===== src/rtl/crc32bs_pkg.sv =====
// Package for the CRC-32 byte stream unit: polynomial, widths, register
// indexes and the per-byte fold function. No dependencies.
`default_nettype none

package crc32bs_pkg;

  localparam int unsigned CrcWidth  = 32;
  localparam int unsigned ByteWidth = 8;
  localparam int unsigned AddrWidth = 3;

  localparam logic [CrcWidth-1:0] CrcPoly = 32'hEDB8_8320;
  localparam logic [CrcWidth-1:0] CrcOnes = 32'hFFFF_FFFF;

  // Register index, taken from paddr[2]
  typedef enum logic {
    REG_START_VALUE = 1'b0,
    REG_WEAK_MODE   = 1'b1
  } reg_idx_e;

  typedef logic [CrcWidth-1:0] crc_t;

  // Fold one byte into the reflected CRC: eight shift and conditional XOR steps
  function automatic crc_t crc_fold_byte(crc_t crc_in, logic [ByteWidth-1:0] data);
    crc_t crc;
    crc = crc_in ^ {{(CrcWidth-ByteWidth){1'b0}}, data};
    for (int i = 0; i < ByteWidth; i++) begin
      if (crc[0]) begin
        crc = (crc >> 1) ^ CrcPoly;
      end else begin
        crc = crc >> 1;
      end
    end
    return crc;
  endfunction

endpackage

`default_nettype wire


===== src/rtl/crc32bs_if.sv =====
// Channel interfaces of the CRC-32 byte stream unit: byte items in,
// checksum items out. Depends on crc32bs_pkg.
`default_nettype none

interface crc32bs_in_if
  import crc32bs_pkg::*;
();
  logic                 valid;
  logic                 ready;
  logic [ByteWidth-1:0] data_byte;
  logic                 first_byte;
  logic                 last_byte;

  modport source (output valid, output data_byte, output first_byte, output last_byte,
                  input ready);
  modport sink   (input valid, input data_byte, input first_byte, input last_byte,
                  output ready);
endinterface

interface crc32bs_out_if
  import crc32bs_pkg::*;
();
  logic valid;
  logic ready;
  crc_t crc_value;

  modport source (output valid, output crc_value, input ready);
  modport sink   (input valid, input crc_value, output ready);
endinterface

`default_nettype wire


===== src/rtl/crc32_byte_stream_unit.sv =====
// CRC-32 (reflected 0xEDB88320) byte stream unit, top level.
// Depends on crc32bs_pkg and the channel interfaces in crc32bs_if.sv.
//
// Usage:
//   in_i  : one byte item per handshake (valid && ready), with first_byte
//           and last_byte marking the buffer bounds.
//   out_o : one checksum item for every byte item with last_byte set.
//   APB   : start_value at 0x0, weak_mode at 0x4; writes only while idle.
// Throughput: one byte item per cycle, sustained unless a last byte waits on a stalled out_o.
// Path: a last byte passes the input register, then the fold logic into the
//   output register, from which its checksum is shown on out_o.
// The fold is eight XOR steps between the input register and the CRC and
//   output registers.
// Stall: out_o holds its item while ready is low; a pending last byte then
//   waits in the input register, and in_i.ready drops only when both stages
//   are full. Non-last bytes never wait on out_o.
// Reset: clears both valid flags, the running CRC and the configuration registers.
`default_nettype none

module crc32_byte_stream_unit
  import crc32bs_pkg::*;
(
  input  wire logic                 clk_i,
  input  wire logic                 rst_ni,
  crc32bs_in_if.sink                in_i,
  crc32bs_out_if.source             out_o,
  input  wire logic                 psel,
  input  wire logic                 penable,
  input  wire logic                 pwrite,
  input  wire logic [AddrWidth-1:0] paddr,
  input  wire logic [31:0]          pwdata,
  output logic      [31:0]          prdata,
  output logic                      pready
);

  // Configuration registers
  crc_t start_value_q;
  logic weak_mode_q;
  logic cfg_wr;
  reg_idx_e cfg_idx;

  assign pready  = 1'b1;
  assign cfg_wr  = psel && penable && pwrite;
  assign cfg_idx = reg_idx_e'(paddr[2]);

  always_ff @(posedge clk_i or negedge rst_ni) begin
    if (!rst_ni) begin
      start_value_q <= '0;
      weak_mode_q   <= 1'b0;
    end else if (cfg_wr) begin
      unique case (cfg_idx)
        REG_START_VALUE: start_value_q <= pwdata;
        REG_WEAK_MODE:   weak_mode_q   <= pwdata[0];
        default: ;
      endcase
    end
  end

  // Read back
  always_comb begin
    unique case (cfg_idx)
      REG_START_VALUE: prdata = start_value_q;
      REG_WEAK_MODE:   prdata = {31'd0, weak_mode_q};
      default:         prdata = '0;
    endcase
  end

  // Input register
  logic                 s1_vld_q;
  logic [ByteWidth-1:0] s1_byte_q;
  logic                 s1_first_q;
  logic                 s1_last_q;
  logic                 s1_adv;
  logic                 in_acc;

  // Output register and running CRC
  logic out_vld_q, out_vld_d;
  crc_t out_crc_q;
  crc_t run_crc_q;
  crc_t inv_mask;
  crc_t crc_seed;
  crc_t crc_next;

  // A non-last byte always retires; a last byte needs a free output slot
  assign s1_adv   = s1_vld_q && (!s1_last_q || !out_vld_q || out_o.ready);
  assign in_i.ready = !s1_vld_q || s1_adv;
  assign in_acc   = in_i.valid && in_i.ready;

  always_ff @(posedge clk_i or negedge rst_ni) begin
    if (!rst_ni) begin
      s1_vld_q <= 1'b0;
    end else if (in_i.ready) begin
      s1_vld_q <= in_i.valid;
    end
  end

  always_ff @(posedge clk_i) begin
    if (in_acc) begin
      s1_byte_q  <= in_i.data_byte;
      s1_first_q <= in_i.first_byte;
      s1_last_q  <= in_i.last_byte;
    end
  end

  // Fold logic: seed from start value on a first byte, else from the running CRC
  assign inv_mask = weak_mode_q ? '0 : CrcOnes;
  assign crc_seed = s1_first_q ? (start_value_q ^ inv_mask) : run_crc_q;
  assign crc_next = crc_fold_byte(crc_seed, s1_byte_q);

  always_ff @(posedge clk_i or negedge rst_ni) begin
    if (!rst_ni) begin
      run_crc_q <= '0;
    end else if (s1_adv) begin
      run_crc_q <= crc_next;
    end
  end

  // Output valid: set by a retiring last byte, cleared when taken
  always_comb begin
    out_vld_d = out_vld_q && !out_o.ready;
    if (s1_adv && s1_last_q) begin
      out_vld_d = 1'b1;
    end
  end

  always_ff @(posedge clk_i or negedge rst_ni) begin
    if (!rst_ni) begin
      out_vld_q <= 1'b0;
    end else begin
      out_vld_q <= out_vld_d;
    end
  end

  always_ff @(posedge clk_i) begin
    if (s1_adv && s1_last_q) begin
      out_crc_q <= crc_next ^ inv_mask;
    end
  end

  assign out_o.valid     = out_vld_q;
  assign out_o.crc_value = out_crc_q;

endmodule

`default_nettype wire


===== src/flat_wrapper.sv =====
// flat-port wrapper written by rule: the top's interface ports become plain ports
module crc32_byte_stream_unit_flat import crc32bs_pkg::*;
  (clk_i, rst_ni, psel, penable, pwrite, paddr, pwdata, prdata, pready, in_i_valid, in_i_data_byte, in_i_first_byte, in_i_last_byte, in_i_ready, out_o_valid, out_o_crc_value, out_o_ready);
  crc32bs_in_if in_i_i ();
  crc32bs_out_if out_o_i ();
  input  wire logic clk_i;
  input  wire logic rst_ni;
  input  wire logic psel;
  input  wire logic penable;
  input  wire logic pwrite;
  input  wire logic [AddrWidth-1:0] paddr;
  input  wire logic [31:0] pwdata;
  output logic      [31:0] prdata;
  output logic pready;
  input wire logic [$bits(in_i_i.valid)-1:0] in_i_valid;
  input wire logic [$bits(in_i_i.data_byte)-1:0] in_i_data_byte;
  input wire logic [$bits(in_i_i.first_byte)-1:0] in_i_first_byte;
  input wire logic [$bits(in_i_i.last_byte)-1:0] in_i_last_byte;
  output wire logic [$bits(in_i_i.ready)-1:0] in_i_ready;
  output wire logic [$bits(out_o_i.valid)-1:0] out_o_valid;
  output wire logic [$bits(out_o_i.crc_value)-1:0] out_o_crc_value;
  input wire logic [$bits(out_o_i.ready)-1:0] out_o_ready;
  assign in_i_i.valid = in_i_valid;
  assign in_i_i.data_byte = in_i_data_byte;
  assign in_i_i.first_byte = in_i_first_byte;
  assign in_i_i.last_byte = in_i_last_byte;
  assign in_i_ready = in_i_i.ready;
  assign out_o_valid = out_o_i.valid;
  assign out_o_crc_value = out_o_i.crc_value;
  assign out_o_i.ready = out_o_ready;
  crc32_byte_stream_unit u_core (.clk_i(clk_i), .rst_ni(rst_ni), .in_i(in_i_i), .out_o(out_o_i), .psel(psel), .penable(penable), .pwrite(pwrite), .paddr(paddr), .pwdata(pwdata), .prdata(prdata), .pready(pready));
endmodule

===== config.mk =====
export PLATFORM = sky130hd
export DESIGN_NAME = crc32_byte_stream_unit_flat
export DESIGN_NICKNAME = d
export VERILOG_FILES = /design/src/rtl/crc32bs_pkg.sv /design/src/rtl/crc32bs_if.sv /design/src/rtl/crc32_byte_stream_unit.sv /design/src/flat_wrapper.sv
export SDC_FILE = /design/constraint.sdc
export NUM_CORES = 1
export LEC_CHECK = 0
export BUFFER_PORTS_ARGS = -buffer_cell sky130_fd_sc_hd__clkbuf_2
export CAP_MARGIN = 30
export CORE_MARGIN = 5
export CORE_UTILIZATION = 53
export DETAILED_ROUTE_END_ITERATION = 6
export PLACE_DENSITY_LB_ADDON = 0.05
export SYNTH_ARGS = -nofsm -noshare
export SYNTH_HDL_FRONTEND = slang
export SYNTH_SLANG_ARGS = --single-unit

===== constraint.sdc =====
create_clock -name clk_i -period 2.6 [get_ports clk_i]
set_input_delay 0.13 -clock clk_i [delete_from_list [all_inputs] [get_ports clk_i]]
set_output_delay 0.13 -clock clk_i [all_outputs]
set_load 0.02 [all_outputs]

==> results of run 1 <==
registers in the layout (all words and copies together) (netlist names):
register and flops:
u_core.out_o.valid 1, u_core.s1_last_q 1, u_core.s1_vld_q 1, u_core.start_value_q 32, u_core.out_o.crc_value 32, u_core.run_crc_q 32, u_core.s1_byte_q 8, u_core.s1_first_q 1
u_core.weak_mode_q 1
stage by stage:
stage               setup slack, ns  hold slack, ns  instance area, um^2  total power, mW  instances
floorplan                     0.208          -0.166                 5920             8.04        439
global placement              0.155           0.279                 6800             9.71        701
detailed placement            0.104           0.281                 6800             9.83        701
CTS                          0.0905        0.000343                 7400             10.9        760
global route                 0.0199          0.0147                 7460             11.6        765
finish                        0.143          0.0143                 7460             10.8        765
Yosys cell counts, drive strengths merged:
cell type  count
nand2b         1
clkbuf        13
or2            1
dfrtp         67
mux2i         32
nand3          1
nand2         24
and3           1
nand4b         1
conb           1
edfxtp        42
xnor2         88
nor2b         32
buf            9
nand4          1
xnor3          1
and2           1
xor2          56
inv            1
mux2          44
o21ai         22
repair_timing:
item | 4_1_cts | 5_1_grt
hold buffers | 43 | 0
endpoints found under the setup margin | 0 | 13
resized for setup | 0 | 1
hold endpoints to repair | 75 | 0
buffers inserted | 0 | 5
cell type report:
class                           count  area, um^2
Clock buffer                       15         168
Clock inverter                      1        5.00
Sequential cell                   109        2940
Fill cell                         826        3430
Tap cell                          140         175
Multi-Input combinational cell    307        2850
Timing Repair Buffer              192        1310
Inverter                            1        3.75
worst paths after layout:
kind	startpoint	endpoint	slack (ns)	depth (start not counted)
min reg2reg	u_core.run_crc_q[21]	u_core.run_crc_q[21]	0.49	2
max	u_core.weak_mode_q	u_core.out_o.crc_value[19]	0.14	8
min in group asynchronous	rst_ni	u_core.start_value_q[0]	0.42	2
max reg2reg	u_core.weak_mode_q	u_core.out_o.crc_value[19]	0.14	8
min	pwdata[19]	u_core.start_value_q[19]	0.01	2
max in group asynchronous	rst_ni	u_core.run_crc_q[22]	1.38	3
metal layers:
metal  routed length, um  vias to the layer above  global-route usage  share of wire
met5                   0                        -                   0              0
met4                 124                        0              0.0464         0.0099
met3                 740                       10              0.0444          0.059
met2                5710                      105               0.307           0.45
met1                5990                     1751               0.289           0.48
li1                    -                     1813                   -              -
report_power, final:
group	switching (mW)	internal [mW]
clock	0.555	0.410
combinational	3.46	3.22
sequential	0.350	2.83
total	4.37	6.46
kinds of logic after synthesis:
| family | count (synthesis) | share of synthesized area |
|---|---|---|
| AO/OA/AOI/OAI | 22 | 0.0186 |
| XOR/XNOR | 145 | 0.263 |
| buffers and inverters | 23 | 0.0224 |
| flip-flops | 109 | 0.497 |
| multiplexers | 76 | 0.143 |
| other | 1 | 0.000634 |
| AND/OR/NAND/NOR | 63 | 0.0567 |
==> impl_metrics.json, run 1 <==
{
  "synth_top_area_frac": 0.283,
  "cts_made_buffers": 9,
  "ant_nets": 0,
  "yosys_warnings": 0,
  "hold_class": "primary input to flip-flop",
  "drt_wl_total_mm": 12.6,
  "syn_to_final_growth_pct": 26.0,
  "antenna_found_initial": 0,
  "setup_viol": 0,
  "grt_setup_unrepaired": "no",
  "yosys-top-cells-area": "dfrtp_1, edfxtp_1, xnor2_1",
  "cp_common_cell": "xor2_1",
  "ios": 119,
  "die_area_um2": 13400,
  "cts.clk_slew.worst_paths_ns": 0.09,
  "arrival_ns": 2.57,
  "synthDistinctLibCells": 33,
  "clock_latency_ns": 0.37,
  "grt_pass1_vias": 3817,
  "setup.worst_path.class": "flip-flop to flip-flop",
  "core_um2": 10900,
  "synth.avg_cell_area_um2": 13.5,
  "cpMaxStageDelayCell": "dfrtp_2",
  "setup_tns_ns": 0,
  "viasPerCell": 4.81,
  "status": "finished clean",
  "ys_seq_elements": 109,
  "syn_inst": 439,
  "power_density_nw_per_um2": 1450,
  "post-route-min-period_ns": 2.46,
  "nets": 672,
  "crit_required_ns": 2.72,
  "ctsLongestPathBuffers": 2,
  "wl_per_cell_um": 16.4,
  "cp_max_fo": 7,
  "final_common_cell": "clkbuf_2",
  "crit_chain": "buf_12 -> xnor2_2 -> mux2i_2 -> xnor2_4 -> xnor3_1 -> xor2_1 -> buf_4 -> xor2_1",
  "fmax_ghz": 0.407,
  "slowest_delay_ns": 0.49,
  "period_share": 0.945,
  "drt_iter0_markers": 200,
  "grt_pass1_wl_mm": 20.1,
  "cts.sinks": 109,
  "drv_cap": 0,
  "fin_worst_skew_ns": 0.0107,
  "grt_max_degree": 55,
  "die_h_um": 116,
  "synth_nets": 491,
  "firstDrtPassIters": 4,
  "htreeDepth": 3,
  "drc_errors": 0,
  "seq_area_frac_synth": 0.497,
  "fin_util": 0.685,
  "maxSlewHeadroom": 0.414,
  "leakagePower_nw": 3.21,
  "dr_total_vias": 3679,
  "crit_path_start_kind": "flip-flop",
  "cts-root-buf": "clkbuf_8",
  "irDropWorstVdd_mv": 0.724,
  "crit_buf_inv": 2,
  "hold_viol_final": 0,
  "most-common-layout-cells": "clkbuf_2, xnor2_1, dfrtp_1",
  "die_w_um": 116,
  "worst_pin_slew_ns": 0.880,
  "syn_area_um2": 5920,
  "maxSlewViolCount": 0,
  "grt.total_usage": 0.199,
  "start_util": 0.543,
  "drive_gt1_frac": 0.373,
  "cp-end-kind": "flip-flop",
  "grt_overflow_total": 0,
  "port_buffers": 115,
  "cts_tree": "yes",
  "post-dp-hpwl_mm": 9.17,
  "critical_path.top_delay_family": "XOR/XNOR gates",
  "diodes": 0,
  "gp_congestion": 0.801,
  "yosysTopAreaCell": "dfrtp_1",
  "num_rows": 38
}
Power figures use the tool's default switching activity.
==> run 2: changes to the inputs <==
==> constraint.sdc (replaced) <==
create_clock -name clk_i -period 2.6 [get_ports clk_i]
set_input_delay 0.13 -clock clk_i [delete_from_list [all_inputs] [get_ports clk_i]]
set_output_delay 0.13 -clock clk_i [all_outputs]
set_load 0.1 [all_outputs]
==> impl_metrics.json, run 2 (synthesized netlist as in run 1, its figures left out) <==
{
  "num_rows": 38,
  "die_w_um": 116,
  "post-dp-hpwl_mm": 9.29,
  "maxSlewViolCount": 0,
  "hold_viol_final": 0,
  "final_common_cell": "clkbuf_2",
  "slowest_delay_ns": 0.52,
  "cp_max_fo": 10,
  "die_area_um2": 13400,
  "diodes": 0,
  "antenna_found_initial": 0,
  "hold_class": "primary input to flip-flop",
  "cp-end-kind": "flip-flop",
  "cp_common_cell": "xnor2_1",
  "clock_latency_ns": 0.38,
  "wl_per_cell_um": 16.8,
  "firstDrtPassIters": 4,
  "arrival_ns": 2.55,
  "cts.clk_slew.worst_paths_ns": 0.10,
  "r2r_cells": 7,
  "syn_to_final_growth_pct": 25.5,
  "crit_required_ns": 2.72,
  "drv_cap": 0,
  "cts-root-buf": "clkbuf_8",
  "grt_pass1_wl_mm": 20.9,
  "period_share": 0.938,
  "place_inst": 691,
  "grt_overflow_total": 0,
  "drive_gt1_frac": 0.368,
  "reg2reg_to": "u_core.out_o.crc_value[18]",
  "grt_max_degree": 55,
  "gp_congestion": 0.837,
  "cpMaxStageDelayCell": "dfrtp_2",
  "maxSlewHeadroom": 0.379,
  "grt.total_usage": 0.204,
  "viasPerCell": 4.92,
  "ctsLongestPathBuffers": 2,
  "cts.sinks": 109,
  "setup_viol": 0,
  "ios": 119,
  "fin_worst_skew_ns": 0.0122,
  "setup.worst_path.class": "flip-flop to flip-flop",
  "fmax_ghz": 0.410,
  "dr_total_vias": 3708,
  "worst_pin_slew_ns": 0.932,
  "port_buffers": 115,
  "htreeDepth": 3,
  "crit_path_start_kind": "flip-flop",
  "reg2reg_slack_ns": 0.16,
  "cts_made_buffers": 9,
  "nets": 661,
  "setup_tns_ns": 0,
  "grt_pass1_vias": 3944,
  "r2r-start": "u_core.weak_mode_q",
  "drt_iter0_markers": 121,
  "crit_chain": "xnor2_1 -> mux2i_2 -> xnor2_4 -> xor2_4 -> xor2_2 -> xnor2_1 -> xnor2_1",
  "most-common-layout-cells": "clkbuf_2, xnor2_1, dfrtp_1",
  "ant_nets": 0,
  "core_um2": 10900,
  "drc_errors": 0,
  "drt_wl_total_mm": 12.7,
  "cts_tree": "yes",
  "endpoint": "u_core.out_o.crc_value[18]",
  "setup.worst_path.start": "u_core.weak_mode_q",
  "status": "finished clean",
  "post-route-min-period_ns": 2.44,
  "grt_setup_unrepaired": "no",
  "start_util": 0.543,
  "die_h_um": 116,
  "fin_cells": 754
}
==> run 2: changes by cell type in the layout (fill, tap and decap cells not counted), moves of 2 or more <==
| cell | delta |
|---|---|
| buf_4 | -10 |
| clkbuf_1 | -3 |
| buf_12 | -2 |
| bufinv_16 | +2 |
| clkbuf_8 | +2 |
==> run 2: worst min-delay path by stage <==
stage | startpoint | endpoint | slack (ns) | depth (start not counted)
5_1_grt | out_o_ready | u_core.s1_vld_q | 0.07 | 4
6_report | out_o_ready | u_core.s1_vld_q | 0.06 | 4
3_3_place_gp | rst_ni | u_core.start_value_q[2] | 0.31 | 1
2_1_floorplan | rst_ni | u_core.out_o.valid | -0.17 | 0
3_5_place_dp | rst_ni | u_core.start_value_q[2] | 0.31 | 1
4_1_cts | out_o_ready | u_core.s1_vld_q | 0.06 | 4
==> run 2: metrics by stage <==
| stage | cell area, um^2 | worst slack, ns | util | hold slack, ns |
|---|---|---|---|---|
| floorplan | 5920 | 0.131 | - | -0.166 |
| finish | 7430 | 0.162 | 0.682 | 0.0594 |
| global placement | 6710 | 0.160 | 0.617 | 0.307 |
| CTS | 7380 | 0.0809 | 0.678 | 0.0573 |
| detailed placement | 6710 | 0.107 | 0.617 | 0.309 |
| global route | 7430 | 0.0142 | 0.682 | 0.0661 |
==> run 2: area by class of cell <==
cell class | instances | area (um^2)
fillers | 787 | 3460
flip-flops and latches | 109 | 2940
multi-input cells | 307 | 2880
repair buffers | 181 | 1210
well taps | 140 | 175
clock buffers | 13 | 159
clock inverters | 3 | 67.6
inverters | 1 | 3.75
==> run 2: layer usage <==
layer	up-vias	global-route usage	routed length [um]
li1	1794	-	-
met1	1803	0.293	5920
met2	102	0.317	5810
met3	9	0.0512	810
met4	0	0.0418	113
met5	-	0	0
==> run 2: worst max-delay path, delay by kind of cell (launching register included) <==
family / cells / cell delay [ns]
flip-flops: 1 / 0.52
XOR/XNOR: 6 / 1.50
multiplexers: 1 / 0.14
==> run 2: repair_timing <==
item / in CTS / in global routing
hold endpoints to repair: 80 / 0
endpoints found under the setup margin: 0 / 10
gates resized for setup: 0 / 3
hold buffers: 44 / 0
buffers inserted: 0 / 3
Power of run 2 is not shown: default switching activity piles up to over one toggle a cycle in this logic, so the estimate is an artifact.
